File: src/sv/plc_pkg.sv
// Package for the positional list engine: beat types, command and status
// codes, the control word broadcast to the cell chain and default sizes.
// No dependencies.
package plc_pkg;

  localparam int unsigned CapacityDef   = 16;
  localparam int unsigned EntryWidthDef = 32;

  typedef enum logic [2:0] {
    CMD_INSERT = 3'd0,
    CMD_REMOVE = 3'd1,
    CMD_GET    = 3'd2,
    CMD_FIND   = 3'd3,
    CMD_CLEAR  = 3'd4
  } cmd_e;

  typedef enum logic [1:0] {
    ST_OK       = 2'd0,
    ST_RANGE    = 2'd1,
    ST_FULL     = 2'd2,
    ST_NOTFOUND = 2'd3
  } status_e;

  typedef enum logic [1:0] {
    S_IDLE = 2'd0,
    S_SCAN = 2'd1,
    S_PEND = 2'd2
  } state_e;

  typedef struct packed {
    logic [2:0]  cmd;
    logic [4:0]  position;
    logic [31:0] value;
  } in_beat_t;

  typedef struct packed {
    logic [1:0]  status;
    logic [31:0] read_value;
    logic [3:0]  found_index;
    logic [4:0]  entry_count;
  } out_beat_t;

  // Control word seen by every cell.
  typedef struct packed {
    logic [2:0] cmd;
    logic [4:0] pos;
    logic       do_ins;
    logic       do_rem;
  } cell_ctl_t;

  // Flags of the scan token that walks the chain.
  typedef struct packed {
    logic valid;
    logic found;
  } tok_flags_t;

endpackage

File: src/sv/plc_cell.sv
// One cell of the list chain: holds one entry, shifts it to or from its
// neighbors on insert and remove, and serves the scan token as it passes.
// Depends on plc_pkg.
module plc_cell import plc_pkg::*; #(
  parameter int unsigned CAPACITY    = CapacityDef,
  parameter int unsigned ENTRY_WIDTH = EntryWidthDef,
  parameter int unsigned INDEX       = 0
) (
  input  logic                             clk_i,
  input  logic                             rst_ni,
  input  cell_ctl_t                        ctl_i,
  input  logic [$clog2(CAPACITY+1)-1:0]    count_i,
  input  logic [ENTRY_WIDTH-1:0]           value_i,
  input  logic [ENTRY_WIDTH-1:0]           left_i,
  input  logic [ENTRY_WIDTH-1:0]           right_i,
  output logic [ENTRY_WIDTH-1:0]           entry_o,
  input  tok_flags_t                       tok_flags_i,
  input  logic [$clog2(CAPACITY)-1:0]      tok_idx_i,
  input  logic [ENTRY_WIDTH-1:0]           tok_data_i,
  output tok_flags_t                       tok_flags_o,
  output logic [$clog2(CAPACITY)-1:0]      tok_idx_o,
  output logic [ENTRY_WIDTH-1:0]           tok_data_o
);

  localparam int unsigned CntW = $clog2(CAPACITY + 1);
  localparam int unsigned IdxW = $clog2(CAPACITY);
  localparam int unsigned CmpW = (CntW > 5) ? CntW : 5;

  logic [ENTRY_WIDTH-1:0] entry_q, entry_d;
  tok_flags_t             flags_q, flags_d;
  logic [IdxW-1:0]        idx_q, idx_d;
  logic [ENTRY_WIDTH-1:0] data_q, data_d;

  logic [CmpW-1:0] my_idx, pos_c, cnt_c;
  logic            at_pos, live, hit, rd_cmd;

  assign my_idx = CmpW'(INDEX);
  assign pos_c  = CmpW'(ctl_i.pos);
  assign cnt_c  = CmpW'(count_i);
  assign at_pos = (my_idx == pos_c);
  assign live   = (my_idx < cnt_c);
  assign rd_cmd = (ctl_i.cmd == CMD_GET) || (ctl_i.cmd == CMD_REMOVE);

  always_comb begin
    entry_d = entry_q;
    if (ctl_i.do_ins) begin
      if (at_pos) begin
        entry_d = value_i;
      end else if (my_idx > pos_c) begin
        entry_d = left_i;
      end
    end else if (ctl_i.do_rem && (my_idx >= pos_c)) begin
      entry_d = right_i;
    end
  end

  // Only the first matching live cell marks the token.
  assign hit = tok_flags_i.valid && !tok_flags_i.found && (ctl_i.cmd == CMD_FIND) &&
               live && (entry_q == value_i);

  always_comb begin
    flags_d.valid = tok_flags_i.valid;
    flags_d.found = tok_flags_i.found || hit;
    idx_d         = hit ? IdxW'(INDEX) : tok_idx_i;
    data_d        = (tok_flags_i.valid && at_pos && rd_cmd) ? entry_q : tok_data_i;
  end

  always_ff @(posedge clk_i or negedge rst_ni) begin
    if (!rst_ni) begin
      flags_q <= '0;
    end else begin
      flags_q <= flags_d;
    end
  end

  always_ff @(posedge clk_i) begin
    entry_q <= entry_d;
    idx_q   <= idx_d;
    data_q  <= data_d;
  end

  assign entry_o     = entry_q;
  assign tok_flags_o = flags_q;
  assign tok_idx_o   = idx_q;
  assign tok_data_o  = data_q;

endmodule

File: src/sv/positional_list_engine.sv
// Top level of the positional list engine: command sequencer, entry count,
// result register and the chain of plc_cell instances.
// Depends on plc_pkg and plc_cell.
//
//   channel  | valid      | ready      | beat
//   ---------+------------+------------+-----------------------
//   command  | in_valid_i | in_ready_o | in_data_i  (in_beat_t)
//   result   | out_valid_o| out_ready_i| out_data_o (out_beat_t)
//
// For each command a scan token walks the cell chain one cell per cycle to
// read, compare and find, then the shift and the count update land in the
// same cycle and the result moves to the output register.
// Reset clears the count and the control state; stored entries are not reset.
// A stalled result sits in the output register while the next command is
// already accepted and scanned.
module positional_list_engine import plc_pkg::*; #(
  parameter int unsigned CAPACITY    = CapacityDef,
  parameter int unsigned ENTRY_WIDTH = EntryWidthDef
) (
  input  logic      clk_i,
  input  logic      rst_ni,
  input  logic      in_valid_i,
  output logic      in_ready_o,
  input  in_beat_t  in_data_i,
  output logic      out_valid_o,
  input  logic      out_ready_i,
  output out_beat_t out_data_o
);

  localparam int unsigned CntW    = $clog2(CAPACITY + 1);
  localparam int unsigned IdxW    = $clog2(CAPACITY);
  localparam int unsigned CmpW    = (CntW > 5) ? CntW : 5;
  localparam int unsigned ValExtW = (ENTRY_WIDTH > 32) ? ENTRY_WIDTH : 32;
  localparam int unsigned IdxExtW = (IdxW > 4) ? IdxW : 4;
  localparam int unsigned CntExtW = (CntW > 5) ? CntW : 5;

  state_e                 state_q, state_d;
  logic [CntW-1:0]        count_q, count_d;
  logic                   start_q;
  logic                   out_valid_q, out_valid_d;
  out_beat_t              out_q, out_d;
  out_beat_t              res_q, res_d;
  logic [2:0]             cmd_q;
  logic [4:0]             pos_q;
  logic [ENTRY_WIDTH-1:0] value_q;
  logic [ValExtW-1:0]     value_ext;

  logic accept;

  // Chain wiring.
  cell_ctl_t              ctl;
  logic [ENTRY_WIDTH-1:0] ent      [CAPACITY];
  tok_flags_t             tok_flags[CAPACITY+1];
  logic [IdxW-1:0]        tok_idx  [CAPACITY+1];
  logic [ENTRY_WIDTH-1:0] tok_data [CAPACITY+1];

  // Result assembly.
  logic [CmpW-1:0]    pos_c, cnt_c;
  logic [CntW-1:0]    cnt_next;
  logic [1:0]         status;
  logic               rd_sel, ins_ok, rem_ok, last_valid;
  logic [ValExtW-1:0] rd_ext;
  logic [IdxExtW-1:0] idx_ext;
  logic [CntExtW-1:0] cnt_ext;
  logic [CAPACITY-1:0] tok_vec;

  assign accept    = in_valid_i && in_ready_o;
  assign value_ext = ValExtW'(in_data_i.value);

  assign tok_flags[0] = '{valid: start_q, found: 1'b0};
  assign tok_idx[0]   = '0;
  assign tok_data[0]  = '0;

  for (genvar g = 0; g < CAPACITY; g++) begin : g_cell
    logic [ENTRY_WIDTH-1:0] left, right;
    if (g == 0) begin : g_first
      assign left = '0;
    end else begin : g_mid_l
      assign left = ent[g-1];
    end
    if (g == CAPACITY - 1) begin : g_last
      assign right = '0;
    end else begin : g_mid_r
      assign right = ent[g+1];
    end

    plc_cell #(
      .CAPACITY    (CAPACITY),
      .ENTRY_WIDTH (ENTRY_WIDTH),
      .INDEX       (g)
    ) u_cell (
      .clk_i       (clk_i),
      .rst_ni      (rst_ni),
      .ctl_i       (ctl),
      .count_i     (count_q),
      .value_i     (value_q),
      .left_i      (left),
      .right_i     (right),
      .entry_o     (ent[g]),
      .tok_flags_i (tok_flags[g]),
      .tok_idx_i   (tok_idx[g]),
      .tok_data_i  (tok_data[g]),
      .tok_flags_o (tok_flags[g+1]),
      .tok_idx_o   (tok_idx[g+1]),
      .tok_data_o  (tok_data[g+1])
    );

    assign tok_vec[g] = tok_flags[g+1].valid;
  end

  assign last_valid = tok_flags[CAPACITY].valid;

  // Outcome of the current command, from the finished token and the count.
  assign pos_c = CmpW'(pos_q);
  assign cnt_c = CmpW'(count_q);

  always_comb begin
    status   = ST_OK;
    rd_sel   = 1'b0;
    ins_ok   = 1'b0;
    rem_ok   = 1'b0;
    cnt_next = count_q;
    unique case (cmd_q)
      CMD_INSERT: begin
        if (pos_c > cnt_c) begin
          status = ST_RANGE;
        end else if (cnt_c >= CmpW'(CAPACITY)) begin
          status = ST_FULL;
        end else begin
          ins_ok   = 1'b1;
          cnt_next = CntW'(count_q + 1'b1);
        end
      end
      CMD_REMOVE: begin
        if (pos_c >= cnt_c) begin
          status = ST_RANGE;
        end else begin
          rem_ok   = 1'b1;
          rd_sel   = 1'b1;
          cnt_next = CntW'(count_q - 1'b1);
        end
      end
      CMD_GET: begin
        if (pos_c >= cnt_c) begin
          status = ST_RANGE;
        end else begin
          rd_sel = 1'b1;
        end
      end
      CMD_FIND: begin
        if (!tok_flags[CAPACITY].found) begin
          status = ST_NOTFOUND;
        end
      end
      CMD_CLEAR: begin
        cnt_next = '0;
      end
      default: begin
      end
    endcase
  end

  assign rd_ext  = ValExtW'(tok_data[CAPACITY]);
  assign idx_ext = IdxExtW'(tok_idx[CAPACITY]);
  assign cnt_ext = CntExtW'(cnt_next);

  always_comb begin
    state_d     = state_q;
    count_d     = count_q;
    res_d       = res_q;
    out_valid_d = out_valid_q && !out_ready_i;
    out_d       = out_q;
    in_ready_o  = 1'b0;
    ctl.cmd     = cmd_q;
    ctl.pos     = pos_q;
    ctl.do_ins  = 1'b0;
    ctl.do_rem  = 1'b0;
    unique case (state_q)
      S_IDLE: begin
        in_ready_o = 1'b1;
        if (in_valid_i) begin
          state_d = S_SCAN;
        end
      end
      S_SCAN: begin
        if (last_valid) begin
          ctl.do_ins        = ins_ok;
          ctl.do_rem        = rem_ok;
          count_d           = cnt_next;
          res_d.status      = status;
          res_d.read_value  = rd_sel ? rd_ext[31:0] : '0;
          res_d.found_index = ((cmd_q == CMD_FIND) && tok_flags[CAPACITY].found) ?
                              idx_ext[3:0] : '0;
          res_d.entry_count = cnt_ext[4:0];
          state_d           = S_PEND;
        end
      end
      S_PEND: begin
        if (!out_valid_q || out_ready_i) begin
          out_valid_d = 1'b1;
          out_d       = res_q;
          state_d     = S_IDLE;
        end
      end
      default: begin
        state_d = S_IDLE;
      end
    endcase
  end

  always_ff @(posedge clk_i or negedge rst_ni) begin
    if (!rst_ni) begin
      state_q     <= S_IDLE;
      count_q     <= '0;
      start_q     <= 1'b0;
      out_valid_q <= 1'b0;
    end else begin
      state_q     <= state_d;
      count_q     <= count_d;
      start_q     <= accept;
      out_valid_q <= out_valid_d;
    end
  end

  always_ff @(posedge clk_i) begin
    res_q <= res_d;
    out_q <= out_d;
    if (accept) begin
      cmd_q   <= in_data_i.cmd;
      pos_q   <= in_data_i.position;
      value_q <= value_ext[ENTRY_WIDTH-1:0];
    end
  end

  assign out_valid_o = out_valid_q;
  assign out_data_o  = out_q;

  // The count never passes the store size.
  a_count_range: assert property (@(posedge clk_i) disable iff (!rst_ni)
    count_q <= CntW'(CAPACITY))
    else $error("entry count above capacity");

  // At most one scan token is in the chain.
  a_one_token: assert property (@(posedge clk_i) disable iff (!rst_ni)
    $onehot0(tok_vec))
    else $error("more than one scan token in flight");

  // No token is left in the chain while a new command may enter.
  a_idle_empty: assert property (@(posedge clk_i) disable iff (!rst_ni)
    in_ready_o |-> (tok_vec == '0) && !start_q)
    else $error("scan token present while idle");

  // Shifts happen only when the token has finished its walk.
  a_shift_at_end: assert property (@(posedge clk_i) disable iff (!rst_ni)
    (ctl.do_ins || ctl.do_rem) |-> last_valid && (state_q == S_SCAN))
    else $error("entry shift outside the update cycle");

endmodule
File: config.mk
export PLATFORM = sky130hd
export DESIGN_NAME = positional_list_engine
export DESIGN_NICKNAME = d
export VERILOG_FILES = /design/src/sv/plc_pkg.sv /design/src/sv/plc_cell.sv /design/src/sv/positional_list_engine.sv
export SDC_FILE = /design/constraint.sdc
export NUM_CORES = 2
export LEC_CHECK = 0
export BUFFER_PORTS_ARGS = -buffer_cell sky130_fd_sc_hd__buf_2
export CAP_MARGIN = 20
export CORE_MARGIN = 2
export CORE_UTILIZATION = 60
export DETAILED_ROUTE_END_ITERATION = 10
export PLACE_DENSITY_LB_ADDON = 0.1
export SLEW_MARGIN = 20
export SYNTH_ARGS = -nofsm -noshare
export SYNTH_HDL_FRONTEND = slang
export SYNTH_SLANG_ARGS = --single-unit
File: constraint.sdc
create_clock -name clk_i -period 5.75 [get_ports clk_i]
set_input_delay 0.575 -clock clk_i [delete_from_list [all_inputs] [get_ports clk_i]]
set_output_delay 0.575 -clock clk_i [all_outputs]
set_load 0.01 [all_outputs]
# Word level (Yosys, flattened, before mapping)
# Cells that the tools add are included.
[word_totals]
out_inout_bits = 45
register_bits = 1251
ram_bits = 0
romBits = 0
memories = 0
latch_bits = 0
wordCells = 494
inputBits = 44
[classes]
n_mux = 104
reduce_logical = 187
div = 0
n_lt_le_gt_ge = 51
bitwise = 0
mul = 0
shift = 0
n_addsub = 2
n_eq_ne = 56
[ops]
columns = ["op", "count"]
rows = [
  ["$mux W32", 79],
  ["$eq A32 B32 Y1", 16],
  ["$logic_and A1 B1 Y1", 114],
  ["$ne A3 B1 Y1 const B", 16],
  ["$eq A4 B5 Y1 const A", 8],
  ["$ge A4 B5 Y1 const A", 8],
  ["$gt A4 B5 Y1 const A", 8],
  ["$lt A4 B5 Y1 const A", 8],
  ["$reduce_and A2 Y1", 18],
  ["$reduce_bool A2 Y1", 16],
  ["$eq A3 B5 Y1 const A", 4],
  ["$ge A3 B5 Y1 const A", 4],
  ["$gt A3 B5 Y1 const A", 4],
  ["$lt A3 B5 Y1 const A", 4],
  ["$logic_not A1 Y1", 17],
  ["$logic_or A1 B1 Y1", 17],
  ["$mux W2", 8],
  ["$mux W5", 3],
  ["$pmux W5 S3", 1],
  ["$pmux W2 S3", 2],
  ["$mux W1", 11],
  ["$eq A2 B5 Y1 const A", 2],
  ["$ge A1 B5 Y1 const A", 2],
  ["$ge A2 B5 Y1 const A", 2],
  ["other kinds (22)", 28],
]

# Depth between registers and ports, before layout
[depth]
depth_word = 9
ltp_mapped = 12
mapped_depth_nobuf = 7

# Hierarchy
# From an unflattened synthesis, not the netlist that was laid out.
[unflattened]
hier_cells = 4661
hier_area_um2 = 57726.6
[by_module_without_submodules]
columns = ["mod", "cells_each", "n_inst", "seq_area_each_um2", "area_each_um2"]
rows = [
  ["positional_list_engine", 291, 1, 4008.8, 5044.8],
  ["plc_cell at g_cell[2].u_cell", 273, 1, 1731.7, 3374.5],
  ["plc_cell at g_cell[1].u_cell", 271, 1, 1731.7, 3359.5],
  ["plc_cell at g_cell[14].u_cell", 272, 1, 1731.7, 3354.5],
  ["plc_cell at g_cell[5].u_cell", 272, 1, 1731.7, 3348.2],
  ["plc_cell at g_cell[7].u_cell", 272, 1, 1731.7, 3343.2],
  ["plc_cell at g_cell[15].u_cell", 272, 1, 1731.7, 3340.7],
  ["plc_cell at g_cell[0].u_cell", 280, 1, 1731.7, 3273.1],
  ["plc_cell at g_cell[10].u_cell", 274, 1, 1731.7, 3270.6],
  ["plc_cell at g_cell[12].u_cell", 273, 1, 1731.7, 3261.9],
  ["plc_cell at g_cell[8].u_cell", 273, 1, 1731.7, 3259.4],
  ["plc_cell at g_cell[3].u_cell", 272, 1, 1731.7, 3258.1],
  ["plc_cell at g_cell[11].u_cell", 273, 1, 1731.7, 3255.6],
  ["plc_cell at g_cell[9].u_cell", 275, 1, 1731.7, 3255.6],
  ["+3 rows", "-", "-", "-", "-"],
]

# Worst setup path before layout
# No wires, ideal clock.
[synth_path]
path_kind = "reg2reg"
startpoint = "register count_q[1], in the netlist cnt_c[1]"
endpoint = "register g_cell[14].u_cell.entry_q[0], enable pin"
period_less_slack_ns = 5.172
path_stages_with_launch = 9
setup_slack_ns = 0.578
required_ns = 5.270
setup_time_ns = 0.480
path_buffers = 1
t_arrival_ns = 4.692
cell_sequence = "dfrtp_1 -> clkbuf_1 -> inv_1 -> ha_1 -> nor2b_1 -> o31a_1 -> o21ai_1 -> nand4_1 -> a311oi_1"
[synth_between]
elab_chain_cells = 8
elab_cells_between_ends = 14
cone_classes = "order compare: 3; eq/ne: 1; mux: 7; reduce/logical: 3"
[synth_lines]
columns = ["item", "line_no", "text"]
rows = [
  ["start: declaration", "positional_list_engine.sv:38", "logic [CntW-1:0] count_q, count_d;"],
  ["start signal: assignment", "positional_list_engine.sv:219", "count_q <= count_d;"],
  ["$ge A5 B5 Y1 (on tied branches)", "positional_list_engine.sv:127, positional_list_engine.sv:135", ""],
  ["$mux W1 (on tied branches)", "positional_list_engine.sv:127, positional_list_engine.sv:135", ""],
  ["$mux W1 (on tied branches)", "positional_list_engine.sv:125, positional_list_engine.sv:123", ""],
  ["$mux W1 / $mux W2 (equally long branches)", "positional_list_engine.sv:123, positional_list_engine.sv:186", ""],
  ["$mux W2 (*)", "positional_list_engine.sv:186", "if (last_valid) begin"],
  ["$mux W2 (*)", "positional_list_engine.sv:178", "unique case (state_q)"],
  ["$ne A3 B1 Y1 (no source line) / $reduce_bool A2 Y1 (equally long branches)", "-", ""],
  ["$reduce_and A2 Y1 (no source line) (*)", "-", ""],
  ["end signal: assignment", "plc_cell.sv:77", "entry_q <= entry_d;"],
  ["end: declaration", "plc_cell.sv:29", "logic [ENTRY_WIDTH-1:0] entry_q, entry_d;"],
]
# Every way passes the cells marked *; elsewhere a longest branch is shown, timed or not.
# A chain may end at the register's enable or synchronous reset.

# Worst setup path in the final report
[layout_path]
startpoint = "register pos_q[0], in the netlist pos_c[0]"
endpoint = "register g_cell[1].u_cell.entry_q[25], enable pin"
[layout_between]
elab_chain_cells = 8
elab_cells_between_ends = 15
cone_classes = "order compare: 4; eq/ne: 2; mux: 6; reduce/logical: 3"
[layout_lines]
columns = ["item", "line_no", "text"]
rows = [
  ["start: declaration", "positional_list_engine.sv:44", "logic [4:0] pos_q;"],
  ["start signal: assignment", "positional_list_engine.sv:230", "pos_q <= in_data_i.position;"],
  ["$ge A5 B5 Y1", "positional_list_engine.sv:135", "if (pos_c >= cnt_c) begin"],
  ["$mux W1", "positional_list_engine.sv:135", ""],
  ["$mux W1", "positional_list_engine.sv:123", "unique case (cmd_q)"],
  ["$mux W2", "positional_list_engine.sv:186", ""],
  ["$mux W2", "positional_list_engine.sv:178", ""],
  ["$logic_and A1 B1 Y1", "plc_cell.sv:52", "end else if (ctl_i.do_rem && (my_idx >= pos_c)) begin"],
  ["$reduce_bool A2 Y1 (no source line)", "-", ""],
  ["$reduce_and A2 Y1 (no source line) (*)", "-", ""],
  ["end signal: assignment", "plc_cell.sv:77", ""],
  ["end: declaration", "plc_cell.sv:29", ""],
]
# Marks and branches as above.

==> results.sh <==
export IMPL_finalSetupViolCount=0
export IMPL_syn2layout_area_growth_pct=11.2
export IMPL_cap_violations=0
export IMPL_synth_top_area_cell="edfxtp_1"
export IMPL_ys_flop_type="edfxtp_1"
export IMPL_die_w_um=313
export IMPL_drt_pass1_iterations=6
export IMPL_layout_common_cells="mux2_2 (1273), edfxtp_1 (638), dfxtp_1 (561)"
export IMPL_cp_max_fo=26
export IMPL_pwr_density_cell_mw_per_mm2=285
export IMPL_avgSynthCellArea_um2=13.7
export IMPL_worstMarginPinSlew_ns=1.32
export IMPL_ys_top_cells_by_area="edfxtp_1 (33%), mux2_2 (25%), dfxtp_1 (20%)"
export IMPL_cp_arrival_ns=4.84
export IMPL_cts_root_buf="clkbuf_16"
export IMPL_finalCritPeriodShare_pct=76.7
export IMPL_ant_nets=0
export IMPL_fin_ws_ns=1.34
export IMPL_drt_iter0_drc=3820
export IMPL_yosysSeqAreaShare_pct=54.7
export IMPL_synthesis_nets=4259
export IMPL_clk_latency_ns=0.75
export IMPL_top_level_ports=89
export IMPL_leakagePower_uw=0.0242
export IMPL_status="complete, no violations"
export IMPL_finalSetupTns_ns=0
export IMPL_drive_gt1_share_pct=41.5
export IMPL_grt_max_degree=161
export IMPL_grt_overflow_total=0
export IMPL_rsz0062_at_grt="no"
export IMPL_port_buffers=88
export IMPL_netlist_area_mm2=0.0574
export IMPL_antenna_found_initial=3
export IMPL_drc=0
export IMPL_async_flop_share_pct=3.31
export IMPL_placed_area_mm2=0.0590
export IMPL_synth_cell_types=73
export IMPL_clkTransAtPathRegs_ns=0.06
export IMPL_cts_hold_buffers=37
export IMPL_synth_edf_count=638
export IMPL_grt_pass1_vias=34800
export IMPL_cts_resized=0
export IMPL_hold_viol=0
export IMPL_max_freq_ghz=0.227
export IMPL_dieArea_mm2=0.0982
export IMPL_hold_path_class="in -> reg"
export IMPL_vias=34500
export IMPL_post_cts_buffers=0
export IMPL_drt_wirelength_per_cell_um=28.2
export IMPL_cp_data_required_time_ns=6.18
export IMPL_via_per_inst=6.13
export IMPL_start_kind="flip-flop"
export IMPL_ys_ff_latch=1240
export IMPL_yosysTopAreaCellShare_pct=33.4
export IMPL_drv_slew=0
export IMPL_clockBufferDepth=3
export IMPL_nets=4312
export IMPL_timing_slew_headroom_pct=11.3
export IMPL_synthCells=4207
export IMPL_die_h_um=313
export IMPL_start_util_pct=60.5
export IMPL_cts_buffers=133
export IMPL_cp_end_kind="flip-flop"
export IMPL_cts_tree="done"
export IMPL_rows=113
export IMPL_antenna_cells=0
export IMPL_criticalPathCategory="reg -> reg"
export IMPL_peakVddDrop_v=0.000220
export IMPL_dp_hpwl_um=112000
export IMPL_period_needed_ns=4.41
export IMPL_place_congestion=0.917
export IMPL_fin_worst_skew_ns=0.0299
export IMPL_place_worst_setup_slack_ns=1.40
export IMPL_regArea_mm2=0.0314
export IMPL_grt_total_usage_pct=32.3
export IMPL_multi_input_area_mm2=0.0245
export IMPL_h_tree_depth=4
export IMPL_routed_wl_um=159000
export IMPL_ys_warn_count=0
export IMPL_fin_util_pct=67.3
export IMPL_coreArea_mm2=0.0949
export IMPL_final_common_cell="mux2_2"
export IMPL_grt_pass1_wl_um=235000
export IMPL_n_fill_cell=6962
export IMPL_stdcell_area_mm2=0.0639
export IMPL_hold_ws_ns=0.0446
export IMPL_cts_num_sinks=1240
-- cell usage after synthesis (22+ instances only) --
cell and count:
xor2_1 366, inv_1 52, mux2i_1 38, dfrtp_1 41, and2_1 76, a21oi_1 49
buf_4 28, mux2_4 60, edfxtp_1 638, nand3_1 35, buf_2 134, xnor2_1 142
nor4_1 99, clkbuf_1 135, dfxtp_1 561, nor2_1 22, or2_2 37, nand4_1 58
mux2_2 1273, o21ai_0 42, nand2_1 137
-- kinds of logic after synthesis --
family                     count (synthesis)  synth area share (%)
muxes                                   1384                  27.4
DFF                                     1240                  54.7
and+or+nand+nor                          566                  5.52
xor gates and xnor gates                 508                  7.75
buffers and inverters                    364                  2.97
AOI/OAI and AO/OA                        137                  1.44
adders and majority gates                  8                 0.174
-- registers in the layout (all words and copies together) (netlist names) --
signal,cells
cmd_q,3
cnt_c,5
g_cell.u_cell.entry_o,512
g_cell.u_cell.tok_data_o,512
g_cell.u_cell.tok_flags_o,32
g_cell.u_cell.tok_idx_o,49
out_data_o,43
out_valid_o,1
pos_c,5
res_q,43
start_q,1
state_q,2
value_q,32
-- layout make-up --
| type | count | share of cell area (%) |
|---|---|---|
| Sequential cell | 1240 | 49.2 |
| Multi-Input combinational cell | 2603 | 38.4 |
| Clock buffer | 202 | 6.26 |
| Timing Repair Buffer | 229 | 2.72 |
| Tap cell | 1265 | 2.48 |
| Clock inverter | 40 | 0.617 |
| Inverter | 53 | 0.312 |
-- critical path, cell delays in order, from the launching register on --
cell	delay (ns)
edfxtp_1	0.85
inv_1	0.21
ha_1	0.33
and4_1	0.21
and2_1	0.26
mux2i_1	0.22
nand4_1	0.42
buf_4	0.42
nor2_4	0.80
buf_4	0.31
-- metrics by stage --
step / total power, uW / instances
final: 18200 / 5632
after detailed placement: 9720 / 5350
after floorplan: 9600 / 4207
after CTS: 18300 / 5629
after global placement: 9720 / 5348
after global routing: 18600 / 5632
-- routing by layer --
layer  share of wire (%)  global-route usage (%)
met5              0.0069                       0
met4                 1.8                    7.31
met3                 9.2                    7.82
met2                  43                    46.7
met1                  46                    49.1
-- power breakdown --
| group | switching (uW) | leakage [uW] | total (uW) | internal, uW |
|---|---|---|---|---|
| clock | 3510 | 0.00215 | 8620 | 5110 |
| sequential | 33.1 | 0.0109 | 9280 | 9250 |
| combinational | 178 | 0.0111 | 284 | 106 |
| total | 3720 | 0.0242 | 18200 | 14500 |
-- path summary, 6_finish.rpt --
path	startpoint	cells past startpoint	slack, ns	to
setup / recovery	pos_c[0]	9	1.34	g_cell[1].u_cell.entry_o[25]
hold / removal	in_data_i[33]	1	0.04	pos_c[1]
setup reg to reg	pos_c[0]	9	1.34	g_cell[1].u_cell.entry_o[25]
hold reg to reg	start_q	0	0.40	g_cell[0].u_cell.tok_flags_o[1]
max in group asynchronous	rst_ni	3	4.82	g_cell[15].u_cell.tok_flags_o[0]
min in group asynchronous	rst_ni	3	0.47	g_cell[3].u_cell.tok_flags_o[1]
(Power assumes the default switching activity.)
